$ cat src/rtl/record_field_splitter_macros.svh
// Assertion macros for the record field splitter.
// Depends on a clock named i_clk and an active-low reset named i_rst_n in scope.
`ifndef RECORD_FIELD_SPLITTER_MACROS_SVH
`define RECORD_FIELD_SPLITTER_MACROS_SVH

// Same-cycle implication, checked outside reset.
`define RFS_ASSERT_IMPL(label, ante, cons, msg) \
    label: assert property (@(posedge i_clk) disable iff (!i_rst_n) (ante) |-> (cons)) \
        else $error(msg);

// Next-cycle implication, checked outside reset.
`define RFS_ASSERT_NEXT(label, ante, cons, msg) \
    label: assert property (@(posedge i_clk) disable iff (!i_rst_n) (ante) |=> (cons)) \
        else $error(msg);

`endif

$ cat src/rtl/rfs_pkg.sv
// Shared types and constants of the record field splitter.
// No dependencies.
package rfs_pkg;

    localparam logic [7:0] CH_NUL   = 8'd0;
    localparam logic [7:0] CH_TAB   = 8'd9;
    localparam logic [7:0] CH_LF    = 8'd10;
    localparam logic [7:0] CH_CR    = 8'd13;
    localparam logic [7:0] CH_SPACE = 8'd32;

    localparam logic [7:0] SEP_WHITESPACE = 8'd0;

    localparam logic [5:0] MAX_FIELDS = 6'd40;
    localparam logic [7:0] MAX_LINE   = 8'd255;

    localparam logic [31:0] REC_NUM_MAX = 32'hFFFF_FFFF;

    localparam logic KIND_FIELD  = 1'b0;
    localparam logic KIND_RECORD = 1'b1;

    // Work left by one input byte: an optional field beat, then an optional record beat.
    typedef struct packed {
        logic        fld_vld;
        logic [5:0]  fld_idx;
        logic [7:0]  fld_start;
        logic [7:0]  fld_len;
        logic        rec_vld;
        logic [5:0]  rec_cnt;
        logic [31:0] rec_num;
    } t_entry;

endpackage

$ cat src/rtl/rfs_front.sv
// Front end of the record field splitter: classifies each byte and tracks line state.
// Depends on rfs_pkg.
module rfs_front (
    input  logic            i_clk,
    input  logic            i_rst_n,
    input  logic            i_accept,
    input  logic [7:0]      i_data_byte,
    input  logic            i_end_of_input,
    input  logic [7:0]      i_separator,
    output logic            o_push,
    output rfs_pkg::t_entry o_entry
);

    logic [7:0]  r_kept_len, n_kept_len;
    logic [7:0]  r_cur_start, n_cur_start;
    logic        r_inside, n_inside;
    logic [5:0]  r_fields, n_fields;
    logic [31:0] r_rec_cnt, n_rec_cnt;
    logic        r_open, n_open;
    logic        r_closed, n_closed;

    logic [31:0] rec_next;
    logic        emit_req;
    logic [7:0]  emit_start;
    logic        do_close;
    logic        byte_kept;
    logic        is_blank;
    logic        fld_ok;
    rfs_pkg::t_entry entry;

    assign rec_next  = (r_rec_cnt == rfs_pkg::REC_NUM_MAX) ? r_rec_cnt : r_rec_cnt + 32'd1;
    assign fld_ok    = r_fields < rfs_pkg::MAX_FIELDS;
    assign is_blank  = (i_data_byte == rfs_pkg::CH_SPACE) || (i_data_byte == rfs_pkg::CH_TAB);
    assign byte_kept = (i_data_byte != rfs_pkg::CH_CR) && !r_closed
                     && (r_kept_len < rfs_pkg::MAX_LINE);

    always_comb begin
        n_kept_len  = r_kept_len;
        n_cur_start = r_cur_start;
        n_inside    = r_inside;
        n_fields    = r_fields;
        n_rec_cnt   = r_rec_cnt;
        n_open      = r_open;
        n_closed    = r_closed;
        emit_req    = 1'b0;
        emit_start  = r_cur_start;
        do_close    = 1'b0;

        if (i_end_of_input) begin
            do_close = r_open;
        end else if (i_data_byte == rfs_pkg::CH_LF) begin
            do_close = 1'b1;
        end else begin
            n_open = 1'b1;
            if (byte_kept) begin
                if (i_data_byte == rfs_pkg::CH_NUL) begin
                    n_closed = 1'b1;
                end else begin
                    if (i_separator == rfs_pkg::SEP_WHITESPACE) begin
                        if (is_blank) begin
                            if (r_inside) begin
                                emit_req = 1'b1;
                                n_inside = 1'b0;
                            end
                        end else if (!r_inside) begin
                            n_inside    = 1'b1;
                            n_cur_start = r_kept_len;
                        end
                    end else if (i_data_byte == i_separator) begin
                        emit_req    = 1'b1;
                        n_cur_start = r_kept_len + 8'd1;
                    end
                    n_kept_len = r_kept_len + 8'd1;
                end
            end
        end

        // Close emits the pending field first, then the record.
        if (do_close) begin
            emit_req = (i_separator != rfs_pkg::SEP_WHITESPACE) || r_inside;
        end

        entry.fld_vld   = emit_req && fld_ok;
        entry.fld_idx   = r_fields + 6'd1;
        entry.fld_start = emit_start;
        entry.fld_len   = r_kept_len - r_cur_start;
        entry.rec_vld   = do_close;
        entry.rec_cnt   = r_fields + {5'd0, entry.fld_vld};
        entry.rec_num   = rec_next;

        if (entry.fld_vld) begin
            n_fields = r_fields + 6'd1;
        end

        if (do_close) begin
            n_rec_cnt   = rec_next;
            n_kept_len  = 8'd0;
            n_cur_start = 8'd0;
            n_inside    = 1'b0;
            n_fields    = 6'd0;
            n_open      = 1'b0;
            n_closed    = 1'b0;
        end
    end

    always_ff @(posedge i_clk) begin
        if (!i_rst_n) begin
            r_kept_len  <= 8'd0;
            r_cur_start <= 8'd0;
            r_inside    <= 1'b0;
            r_fields    <= 6'd0;
            r_rec_cnt   <= 32'd0;
            r_open      <= 1'b0;
            r_closed    <= 1'b0;
        end else if (i_accept) begin
            r_kept_len  <= n_kept_len;
            r_cur_start <= n_cur_start;
            r_inside    <= n_inside;
            r_fields    <= n_fields;
            r_rec_cnt   <= n_rec_cnt;
            r_open      <= n_open;
            r_closed    <= n_closed;
        end
    end

    // Push only bytes that leave at least one beat.
    assign o_push  = i_accept && (entry.fld_vld || entry.rec_vld);
    assign o_entry = entry;

endmodule

$ cat src/rtl/rfs_queue.sv
// Short work queue between the front and back ends of the record field splitter.
// Depends on rfs_pkg.
module rfs_queue #(
    parameter int DEPTH = 4
) (
    input  logic            i_clk,
    input  logic            i_rst_n,
    input  logic            i_push,
    input  rfs_pkg::t_entry i_entry,
    output logic            o_full,
    input  logic            i_pop,
    output logic            o_valid,
    output rfs_pkg::t_entry o_entry
);

    localparam int AW = (DEPTH > 1) ? $clog2(DEPTH) : 1;
    localparam int CW = $clog2(DEPTH + 1);
    localparam logic [AW-1:0] LAST = AW'(DEPTH - 1);
    localparam logic [CW-1:0] FULL_CNT = CW'(DEPTH);

    rfs_pkg::t_entry r_mem [DEPTH];
    logic [AW-1:0]   r_wr_ptr, n_wr_ptr;
    logic [AW-1:0]   r_rd_ptr, n_rd_ptr;
    logic [CW-1:0]   r_count, n_count;

    assign n_wr_ptr = (r_wr_ptr == LAST) ? '0 : r_wr_ptr + AW'(1);
    assign n_rd_ptr = (r_rd_ptr == LAST) ? '0 : r_rd_ptr + AW'(1);

    always_comb begin
        n_count = r_count;
        if (i_push && !i_pop) begin
            n_count = r_count + CW'(1);
        end else if (!i_push && i_pop) begin
            n_count = r_count - CW'(1);
        end
    end

    always_ff @(posedge i_clk) begin
        if (i_push) begin
            r_mem[r_wr_ptr] <= i_entry;
        end
    end

    always_ff @(posedge i_clk) begin
        if (!i_rst_n) begin
            r_wr_ptr <= '0;
            r_rd_ptr <= '0;
            r_count  <= '0;
        end else begin
            if (i_push) begin
                r_wr_ptr <= n_wr_ptr;
            end
            if (i_pop) begin
                r_rd_ptr <= n_rd_ptr;
            end
            r_count <= n_count;
        end
    end

    assign o_full  = r_count == FULL_CNT;
    assign o_valid = r_count != '0;
    assign o_entry = r_mem[r_rd_ptr];

endmodule

$ cat src/rtl/rfs_back.sv
// Back end of the record field splitter: expands each queued entry into result beats.
// Depends on rfs_pkg.
module rfs_back (
    input  logic            i_clk,
    input  logic            i_rst_n,
    input  logic            i_valid,
    input  rfs_pkg::t_entry i_entry,
    output logic            o_deq,
    output logic            o_empty,
    input  logic            i_pop,
    output logic            o_kind,
    output logic [5:0]      o_field_index,
    output logic [7:0]      o_field_start,
    output logic [7:0]      o_field_length,
    output logic [5:0]      o_field_count,
    output logic [31:0]     o_record_number,
    output logic            o_last_of_run
);

    // Set once the field beat of a two-beat entry has gone out.
    logic r_fld_done;
    logic show_fld;
    logic take;

    assign show_fld = i_entry.fld_vld && !r_fld_done;
    assign o_empty  = !i_valid;
    assign take     = i_pop && i_valid;
    assign o_deq    = take && !(show_fld && i_entry.rec_vld);

    always_ff @(posedge i_clk) begin
        if (!i_rst_n) begin
            r_fld_done <= 1'b0;
        end else if (take) begin
            r_fld_done <= show_fld && i_entry.rec_vld;
        end
    end

    always_comb begin
        if (show_fld) begin
            o_kind          = rfs_pkg::KIND_FIELD;
            o_field_index   = i_entry.fld_idx;
            o_field_start   = i_entry.fld_start;
            o_field_length  = i_entry.fld_len;
            o_field_count   = 6'd0;
            o_last_of_run   = !i_entry.rec_vld;
        end else begin
            o_kind          = rfs_pkg::KIND_RECORD;
            o_field_index   = 6'd0;
            o_field_start   = 8'd0;
            o_field_length  = 8'd0;
            o_field_count   = i_entry.rec_cnt;
            o_last_of_run   = 1'b1;
        end
        o_record_number = i_entry.rec_num;
    end

endmodule

$ cat src/rtl/record_field_splitter.sv
// Record field splitter top level. Entries for accepted bytes pass through the registered work queue.
// Throughput: 1 byte per cycle while full is low; a close (LF or end of stream) that also ends a field takes
// 2 output beats. The queue of QUEUE_DEPTH entries absorbs those and output stalls.
// Reset (i_rst_n low, synchronous) clears line state, the record count, the queue
// and the separator register (whitespace mode).
// Depends on rfs_pkg, rfs_front, rfs_queue, rfs_back and record_field_splitter_macros.svh.
`include "record_field_splitter_macros.svh"

module record_field_splitter #(
    parameter int QUEUE_DEPTH = 4
) (
    input  logic        i_clk,
    input  logic        i_rst_n,
    // Byte input, queue style
    input  logic        push,
    output logic        full,
    input  logic [7:0]  i_data_byte,
    input  logic        i_end_of_input,
    // Separator register write channel
    input  logic        i_cfg_valid,
    output logic        o_cfg_ready,
    input  logic [7:0]  i_cfg_data,
    // Result output, queue style
    output logic        empty,
    input  logic        pop,
    output logic        o_kind,
    output logic [5:0]  o_field_index,
    output logic [7:0]  o_field_start,
    output logic [7:0]  o_field_length,
    output logic [5:0]  o_field_count,
    output logic [31:0] o_record_number,
    output logic        o_last_of_run
);

    logic [7:0]      r_separator;
    logic            accept;
    logic            q_push;
    logic            q_full;
    logic            q_valid;
    logic            q_deq;
    rfs_pkg::t_entry q_in;
    rfs_pkg::t_entry q_head;
    logic            fld_beat;
    logic            rec_beat;
    logic            fld_mid;

    // Separator register: always ready; the user writes it only while the block is idle, which goes unchecked.
    assign o_cfg_ready = 1'b1;

    always_ff @(posedge i_clk) begin
        if (!i_rst_n) begin
            r_separator <= rfs_pkg::SEP_WHITESPACE;
        end else if (i_cfg_valid) begin
            r_separator <= i_cfg_data;
        end
    end

    // Hold off the byte stream only when the work queue has no free slot.
    assign full   = q_full;
    assign accept = push && !q_full;

    // Front end: classify each byte, update line state, enqueue beats it causes.
    rfs_front u_front (
        .i_clk          (i_clk),
        .i_rst_n        (i_rst_n),
        .i_accept       (accept),
        .i_data_byte    (i_data_byte),
        .i_end_of_input (i_end_of_input),
        .i_separator    (r_separator),
        .o_push         (q_push),
        .o_entry        (q_in)
    );

    // Work queue decouples byte intake from beat delivery.
    rfs_queue #(
        .DEPTH (QUEUE_DEPTH)
    ) u_queue (
        .i_clk   (i_clk),
        .i_rst_n (i_rst_n),
        .i_push  (q_push),
        .i_entry (q_in),
        .o_full  (q_full),
        .i_pop   (q_deq),
        .o_valid (q_valid),
        .o_entry (q_head)
    );

    // Back end: drive the field beat, then the record beat, of the head entry.
    rfs_back u_back (
        .i_clk           (i_clk),
        .i_rst_n         (i_rst_n),
        .i_valid         (q_valid),
        .i_entry         (q_head),
        .o_deq           (q_deq),
        .o_empty         (empty),
        .i_pop           (pop),
        .o_kind          (o_kind),
        .o_field_index   (o_field_index),
        .o_field_start   (o_field_start),
        .o_field_length  (o_field_length),
        .o_field_count   (o_field_count),
        .o_record_number (o_record_number),
        .o_last_of_run   (o_last_of_run)
    );

    // Result side views for the checks below.
    assign fld_beat = !empty && (o_kind == rfs_pkg::KIND_FIELD);
    assign rec_beat = !empty && (o_kind == rfs_pkg::KIND_RECORD);
    assign fld_mid  = pop && fld_beat && !o_last_of_run;

    // A field beat always carries a nonzero field number.
    `RFS_ASSERT_IMPL(a_field_index_nonzero, fld_beat, o_field_index != 6'd0, "zero field index")
    // A field beat that does not end its run is followed by that run's record beat.
    `RFS_ASSERT_NEXT(a_record_follows, fld_mid, rec_beat, "record beat missing")
    // The front end never pushes into a full queue.
    `RFS_ASSERT_IMPL(a_no_push_when_full, q_push, !q_full, "push into full work queue")

endmodule
$ cat config.mk
export PLATFORM = sky130hd
export DESIGN_NAME = record_field_splitter
export DESIGN_NICKNAME = d
export VERILOG_FILES = /design/src/rtl/rfs_pkg.sv /design/src/rtl/rfs_front.sv /design/src/rtl/rfs_queue.sv /design/src/rtl/rfs_back.sv /design/src/rtl/record_field_splitter.sv
export VERILOG_INCLUDE_DIRS = /design/src /design/src/rtl
export SDC_FILE = /design/constraint.sdc
export NUM_CORES = 1
export LEC_CHECK = 0
export BUFFER_PORTS_ARGS = -buffer_cell sky130_fd_sc_hd__buf_4
export CAP_MARGIN = 20
export CORE_ASPECT_RATIO = 1.75
export CORE_MARGIN = 2
export CORE_UTILIZATION = 60
export CTS_CLUSTER_DIAMETER = 80
export DETAILED_ROUTE_END_ITERATION = 6
export GPL_TIMING_DRIVEN = 0
export MAX_ROUTING_LAYER = met4
export PLACE_DENSITY = 0.88
export SETUP_SLACK_MARGIN = 0.3
export SYNTH_ARGS = -nofsm -noshare
export SYNTH_HDL_FRONTEND = slang
export SYNTH_SLANG_ARGS = --single-unit
$ cat constraint.sdc
create_clock -name i_clk -period 4.9 [get_ports i_clk]
set_clock_uncertainty 0.2 [all_clocks]
set_input_delay 0.735 -clock i_clk [delete_from_list [all_inputs] [get_ports i_clk]]
set_output_delay 0.735 -clock i_clk [all_outputs]
set_load 0.03 [all_outputs]
==> summary by stage, run 1 <==
Floorplan
The boundary pin count is 87. The total area inside the core boundary comes to about 0.023 mm2. The die height is about 200 um.

The floorplan has 74 rows. Once the floorplan was initialized, standard cells occupied 60.45% of the core. The die extent in x is 119.4 um. The overall die area is 0.02461 mm2.

Setup path
The capture point of the critical path is o_field_start[3]. In this run the register-to-register setup slack is 1.19 ns. The data arrival time of the critical path is around 3.2 ns.

The start-to-end type of the worst setup path is flop to output pin. The worst setup path is captured at an output pin. The worst register-to-register path ends at u_queue.r_count[2]. The cell that appears most often on the critical path is clkbuf_1. The worst reg2reg path depth is 13. The data required time of the worst path is about 4 ns. Walking the worst path, the cells encountered are clkbuf_1, mux4_2, nand2b_1, clkbuf_1, clkbuf_1, nor2b_1, buf_4. The biggest fanout along the worst timing path is 10.

The delay contributed by the slowest stage of the critical path is ~0.58 ns. The startpoint of the worst-slack reg-to-reg timing path is r_separator[3]. On the critical path, the stage with the largest delay is an instance of mux4_2. The worst setup path is launched from a flop.

Timing
In this run the tightest slew margin relative to its limit is a little over two fifths. The smallest clock period supported by the final layout is computed as 4.172 ns. At the pin with the least slew margin, the transition time is between 0.8 and 0.9 ns. The total negative setup slack is 0 ns.

The count of endpoints failing setup in the final report is 0. The final hold violation count was 0. The maximum clock rate is roughly 0.24 GHz. The count of final max-slew check failures is 0.

The final worst-path cycle share is between 80% and 90%. The final-layout worst hold slack is about 0.24 ns. Setup repair after global routing left no endpoint under its margin.

Drt
Dividing the detail-routed via count by the number of cells gives ~6.0. The routed design has between 20 and 30 mm of wire. After detailed routing, the wire length on met1 is roughly 9.9 mm.

In the final routed layout, each cell accounts on average for roughly 21 um. Routed signal wires occupy layers up through met4. Summed over all nets, wire length on met3 after detailed routing comes to around 1.3 mm. The detailed-route via count is roughly 8400. The number of violations reported at the end of detailed-routing iteration 0 is around 710. After detailed routing, the met2 layer carries between 15 and 20 mm of wire. The number of search-and-repair iterations in the first detailed-routing pass is 5. The remaining number of nets flagged by the antenna check after routing is 0. The DRC violations left is 0.

Synthesis
The cell area after technology mapping is between 0.01 and 0.015 mm2. Summing the areas of all and, or, nand and nor instances in the mapped netlist gives a little under an eighth of the synthesized area. Synthesis produced a netlist with a net count of roughly 1000. The largest family of logic cells by synthesized area is multiplexers. The number of flip-flops and latches in the synthesized netlist is approximately 320. The average instance in the mapped netlist occupies approximately 14 um2. Counting distinct cell types in the post-synthesis netlist gives 64. The most used flip-flop cell after synthesis is edfxtp_1. The Yosys warning count is 0.

Measured against the total synthesized area, the mux share comes to a little under an eighth. Synthesis produced 967 cells. Summing the areas of all compound-gate instances in the mapped netlist gives about 2.9% of the synthesized area.

The proportion of synthesized chip area in sequential cells is a little under two thirds. The fraction of synthesized cell area in xor and xnor cells is 5.634%. After synthesis, the share of flip-flops with an asynchronous set or reset is 0%. The synthesized netlist devotes between 1.5 and 2% of its cell area to adder and majority cells. The number of enable flip-flop cells after synthesis is 248.

Hold path
The worst hold path begins at i_cfg_data[2]. In this run the worst hold path is classified as primary input to flop.

Clock network
The CTS tree is done. For the worst-skew pair, the clock arrives at the later sink with an insertion delay of ~0.55 ns. The setup fix buffers added after clock tree synthesis is 0.

The tree is rooted in a clkbuf_16. For this design, the sink count on the clock tree is between 300 and 400. The clock slew seen by the registers of the worst setup and hold paths is about 0.070 ns. The count of instances resized after the clock tree is built is 0.

The CTS buffer count is 26. The maximum clock path buffer count is 3. The number of buffers inserted for hold repair after clock tree synthesis is 0. The maximum level of the CTS H-tree is 1.

GRT
The maximum number of pins on one net before global-route repair is 53. The number of antenna violations at the first check in global routing came to 0. The residual overflow from global routing is 0. The first global-routing pass estimated around 45 mm of wire. The number of global-route vias before repair is about 8600.

The total routing usage reported by global routing is between 20% and 30%.

Outcome
The run finished with clean final reports.

Cells and area
The post-synthesis to final-layout area growth is 13.93%. Leaving out fill and tap cells, the most frequent cells in the layout are edfxtp_1 (248), buf_4 (85), nor2_1 (81). The library cell used most frequently in the layout, excluding fill and tap cells, is edfxtp_1.

For this run, the post-layout net count is around 1100. In the final layout, the share of cells above drive strength 1 is 20.15%. Counting the fill cells in the layout gives 1518. The count of inserted antenna diode cells is 0.

Job
Across the run, the number of max-cap violations was 0.

Power
The completed layout was analyzed and its total power is 6551 uW. The switching power as a share of total power is between 20% and 30%. The power per unit of standard cell area is about 410 mW/mm2. The internal portion of the total power is between 4000 and 5000 uW. In this run the static leakage power is 0.005547 uW. Combinational cells account for between 20% and 30% of the total power. Per report_power, the sequential group accounts for 46.1% of the total.

The part of the power in the clock network is 30.7%. IR analysis of the VDD net gives a maximum drop of 277.8 uV. Summed over all nets, the switching power comes to about 1800 uW.

Place
At the end of routability-driven placement, the weighted congestion stood at ~0.89. The half-perimeter wire length after detailed placement is about 20 mm. The count of buffers added on input and output ports is just over 80.
-- metrics by stage --
step	cell area, um2	utilization, %	worst slack (ns)	cells
after floorplan	13990	-	0.5252	967
after detailed placement	15120	65.30	0.5947	1358
after global placement	15000	64.78	-1.032	1354
after CTS	15940	68.87	0.6726	1406
final	15940	68.87	0.7282	1406
after global routing	15940	68.87	0.4432	1406
-- state kept, by name (all words and copies together), names as in the netlist, named ones only --
name	flops
u_front.r_closed	1
u_front.r_kept_len	8
u_front.r_inside	1
u_queue.r_wr_ptr	2
u_front.r_open	1
u_queue.r_count	3
u_back.r_fld_done	1
u_front.r_rec_cnt	32
u_front.r_fields	6
u_queue.r_mem	248
r_separator	8
u_queue.r_rd_ptr	2
u_front.emit_start	8
-- worst min path at each step --
stage,to,slack (ns),cells past startpoint
finish,r_separator[2],0.24,3
global route,r_separator[1],0.24,3
CTS,r_separator[2],0.23,3
detailed placement,u_front.r_inside,0.30,2
global placement,u_back.r_fld_done,0.27,2
floorplan,u_back.r_fld_done,0.25,2
-- area by class of cell --
| type | instances | area [um2] | share of cell area, % |
|---|---|---|---|
| Timing Repair Buffer | 87 | 733.2 | 4.599 |
| Tap cell | 304 | 380.4 | 2.386 |
| Inverter | 25 | 93.84 | 0.5887 |
| Clock buffer | 38 | 735.7 | 4.615 |
| Buffer | 48 | 211.5 | 1.326 |
| Clock inverter | 10 | 90.09 | 0.5651 |
| Sequential cell | 323 | 8949 | 56.13 |
| Multi-Input combinational cell | 571 | 4748 | 29.79 |
-- power groups by stage --
stage / registers, uW / clock network [uW] / logic [uW]
after detailed placement: 3080 / 0 / 1520
after CTS: 3020 / 2040 / 1540
after global placement: 3080 / 0 / 1500
final: 3020 / 2010 / 1520
after floorplan: 3070 / 0 / 1050
after global routing: 3020 / 2130 / 1620
-- critical path: cells and delay by family (launching register included) --
kind                   cells  cell delay, ns
multiplexers               1            0.58
buffers and inverters      4            1.55
flip-flops                 1            0.32
AND/OR/NAND/NOR            2            0.24
-- cell usage after synthesis, types with 8 or more instances --
master      n  share of area, %
xnor2_1    52               3.3
nor2_1     81               2.2
edfxtp_1  248                53
a21oi_1    16              0.57
nand2_1    63               1.7
nand3_1    32               1.1
mux2i_1    25               1.8
xor2_1     38               2.4
dfxtp_1    75                11
and3_1      8              0.36
and2_1     19              0.85
nor3_1     19              0.68
buf_1      10              0.27
nor2b_1    26               1.2
o21ai_0    17              0.61
ha_1       18               1.6
inv_1      24              0.64
nand4_1    15              0.67
mux4_2     62                10
clkbuf_1   27              0.72
-- cells by family (layout without fill, tap and decap cells) --
group                      after synthesis  count (layout)
buffers and inverters                   73             208
DFF                                    323             323
xor gates and xnor gates                90              90
adders and majority gates               20              20
AOI/OAI and AO/OA                       61              61
and+or+nand+nor                        312             312
other                                    1               1
muxes                                   87              87
-- routing by layer --
metal | vias up | track usage, %
li1 | 3839 | -
met2 | 281 | 46.26
met3 | 94 | 2.870
met5 | - | -
met1 | 4191 | 25.28
met4 | 0 | 12.61
Power figures use the tool's default switching activity.
==> run 2, diff against run 1 <==
--- a/config.mk
+++ b/config.mk
@@ -15,7 +15,7 @@
 export DETAILED_ROUTE_END_ITERATION = 6
 export GPL_TIMING_DRIVEN = 0
 export MAX_ROUTING_LAYER = met4
-export PLACE_DENSITY = 0.88
+export PLACE_DENSITY = 0.84
 export SETUP_SLACK_MARGIN = 0.3
 export SYNTH_ARGS = -nofsm -noshare
 export SYNTH_HDL_FRONTEND = slang
==> run 2 against run 1 <==
  * Combinational power about the same
  * Design area increased by 0.20%
  * Worst setup slack improved by 0.083 ns
  * Count of clock-buffer cells in the layout unchanged
  * Sequential power about the same
  * Maximum frequency increased by 2.0%
  * Hold slack got worse by 0.0097 ns
  * Wire length decreased by 1.8%
  * Total power increased by 1.2%
  * Critical path depth unchanged
  * Final cell count unchanged
  * Global-route usage decreased by 0.28 points
==> summary by stage, run 2 (synthesis gave the netlist of run 1 again) <==
Timing
Setup repair after global routing left no endpoint under its margin. The count of final max-slew check failures was 0 (unchanged). The final setup slack of the worst path is 0.8107 ns (+0.08257 ns). The clock period minus final worst setup slack came to 4.089 ns (-0.08257 ns). The final-layout worst hold slack is 0.2277 ns (-0.009700 ns).

The final hold violation count is 0 (unchanged). The final worst-path cycle share was 83.45% (-1.7 points). The count of endpoints failing setup in the final report is 0 (unchanged). The total negative setup slack was 0 ns (unchanged). The worst relative slew slack is 36.97% (-5.4 points). The maximum clock rate is 0.2445 GHz (+2.0%). The transition time at the pin with the least slew margin is 0.9455 ns (+0.08049 ns).

Clock network
The count of instances resized after the clock tree is built is 0 (unchanged). TritonCTS built the clock tree. Clock tree synthesis selected as its root buffer the cell clkbuf_16. The maximum level of the CTS H-tree is 1 (unchanged). The CTS buffer count is 26 (unchanged). The maximum clock path buffer count is 3 (unchanged). The number of sinks driven by the clock tree came to 323 (unchanged).

The number of buffers inserted for hold repair after clock tree synthesis is 0 (unchanged). The clock slew seen by the registers of the worst setup and hold paths was 0.07 ns (about the same). The clock insertion delay at the later pin of the skew report was 0.55 ns (about the same). The setup fix buffers added after clock tree synthesis came to 0 (unchanged).

Job
The number of max-cap violations came to 0 (unchanged).

Drt
The DRC violations left is 0 (unchanged). The detailed-route via count is 8324 (-0.96%). The wire length per cell was 20.46 um (-1.8%). The detailed-route vias per instance is 5.920 (-0.96%).

The number of search-and-repair iterations in the first detailed-routing pass is 5 (unchanged). The total routed wirelength is 28.76 mm (-1.8%). The number of violations reported at the end of detailed-routing iteration 0 is 503 (-29%). The remaining number of nets flagged by the antenna check after routing was 0 (unchanged).

Floorplan
The die extent in x is 119.4 um (unchanged). The initial core utilization was 60.45% (unchanged). The placement row count is 74 (unchanged). The die height came to 206.0 um (unchanged).

The overall die area came to 0.02461 mm2 (unchanged). The placeable core region was 0.02315 mm2 (unchanged). The boundary pin count came to 87 (unchanged).

Cells and area
The footprint of the multi-input gates is 0.004748 mm2 (unchanged). The ratio of cells with drive above 1 in the final layout was 19.87% (-0.27 points). The count of inserted antenna diode cells is 0 (unchanged). The library cells used most frequently in the layout, excluding fill and tap cells, are edfxtp_1 (248), buf_4 (85), nor2_1 (81).

The total of fill cells in the finished design was 1584 (+4.3%). The library cell used most frequently in the layout, excluding fill and tap cells, is edfxtp_1. The number of flip-flops in the largest register came to 248 (unchanged). The largest registers in the layout are u_queue.r_mem (248), u_front.r_rec_cnt (32). The top register by number of flip-flops is u_queue.r_mem.

The post-layout net count is 1124 (unchanged). The share of the core filled with cells in the final layout came to 69.01% (+0.14 points). Compared with the post-synthesis result, the final layout area differs by 14.16%.

The register area is 0.008949 mm2 (unchanged).

Setup path
The worst setup path is captured at an output pin. The data required time of the worst path is 3.96 ns (about the same). STA classifies the critical path startpoint as a flop. The biggest fanout along the worst timing path was 10 (unchanged). The critical path is of the flop to output pin type.

The data arrival time of the critical path was 3.15 ns (-0.09 ns).

Power
The worst ir drop on vdd is 342.7 uV (+23%). The power per unit of standard cell area came to 415.2 mW/mm2 (+1.0%). The overall power of the completed layout is 6632 uW (+1.2%). The standby leakage power is 0.005558 uW (+0.19%).

GRT
The number of antenna violations at the first check in global routing came to 0 (unchanged). The total routing usage reported by global routing is 24.43% (-0.28 points). The number of global-route vias before repair was 8533 (-0.58%). The residual overflow from global routing is 0 (unchanged).

The maximum number of pins on one net before global-route repair came to 53 (unchanged). The wire length of the first global-routing pass was 44.76 mm (-1.4%).

Place
The half-perimeter wire length after detailed placement is 19.36 mm (-1.6%). The final weighted congestion of routability-driven global placement is 0.9223 (+4.0%). The post-placement setup slack came to 0.6109 ns (+0.01620 ns).

The count of buffers from port buffering was 83 (unchanged).

Hold path
The worst hold path belongs to the class primary input to flop.

Outcome
The run finished with clean final reports.
## run 2: cell types whose count changed in the layout (fill, tap and decap cells not counted)
cell and change:
bufinv_16 +1, clkbuf_16 +2, clkbuf_8 -2, clkinv_1 +3, clkinv_2 -3, clkinv_8 -1
## run 2: critical path, stage by stage (launching register included)
cell and delay (ns):
dfxtp_1 0.31, clkbuf_1 0.46, mux4_2 0.58, nand2b_1 0.16, clkbuf_1 0.36, clkbuf_1 0.44, nor2b_1 0.11, buf_4 0.19
## run 2: where the power goes
part	total (uW)	leakage, uW	internal, uW	switching [uW]
registers	3020	0.00292	2980	36.2
logic	1510	0.00223	636	877
clock network	2100	0.000408	1180	922
## run 2: through the flow
step / cell area [um2] / cells
floorplan: 13990 / 967
global placement: 15000 / 1354
detailed placement: 15120 / 1358
CTS: 15970 / 1406
global route: 15970 / 1406
finish: 15970 / 1406
## run 2: area by class of cell
| class | count | share of cell area, % |
|---|---|---|
| tap | 304 | 2.381 |
| sequential | 323 | 56.02 |
| timing repair buffer | 87 | 4.590 |
| buffer | 48 | 1.324 |
| clock buffer | 38 | 4.747 |
| inverter | 25 | 0.5875 |
| multi-input combinational | 571 | 29.72 |
| clock inverter | 10 | 0.6266 |
## run 2: routing by layer
layer  wire (um)  global-route usage [%]  vias to the layer above
met5           0                       -                        -
met4        1283                   11.72                        0
met3        1257                   2.677                       86
met2       16200                   46.28                      274
met1       10030                   24.92                     4136
li1            -                       -                     3828
## run 2: worst paths after layout
| path | startpoint | end | slack [ns] | depth (start not counted) |
|---|---|---|---|---|
| worst min-delay path | i_cfg_data[3] | r_separator[3] | 0.23 | 3 |
| worst max register to register | r_separator[7] | u_queue.r_count[2] | 1.16 | 13 |
| worst min register to register | u_front.emit_start[3] | u_front.emit_start[3] | 0.31 | 2 |
| worst max-delay path | flop | o_field_start[2] | 0.81 | 7 |
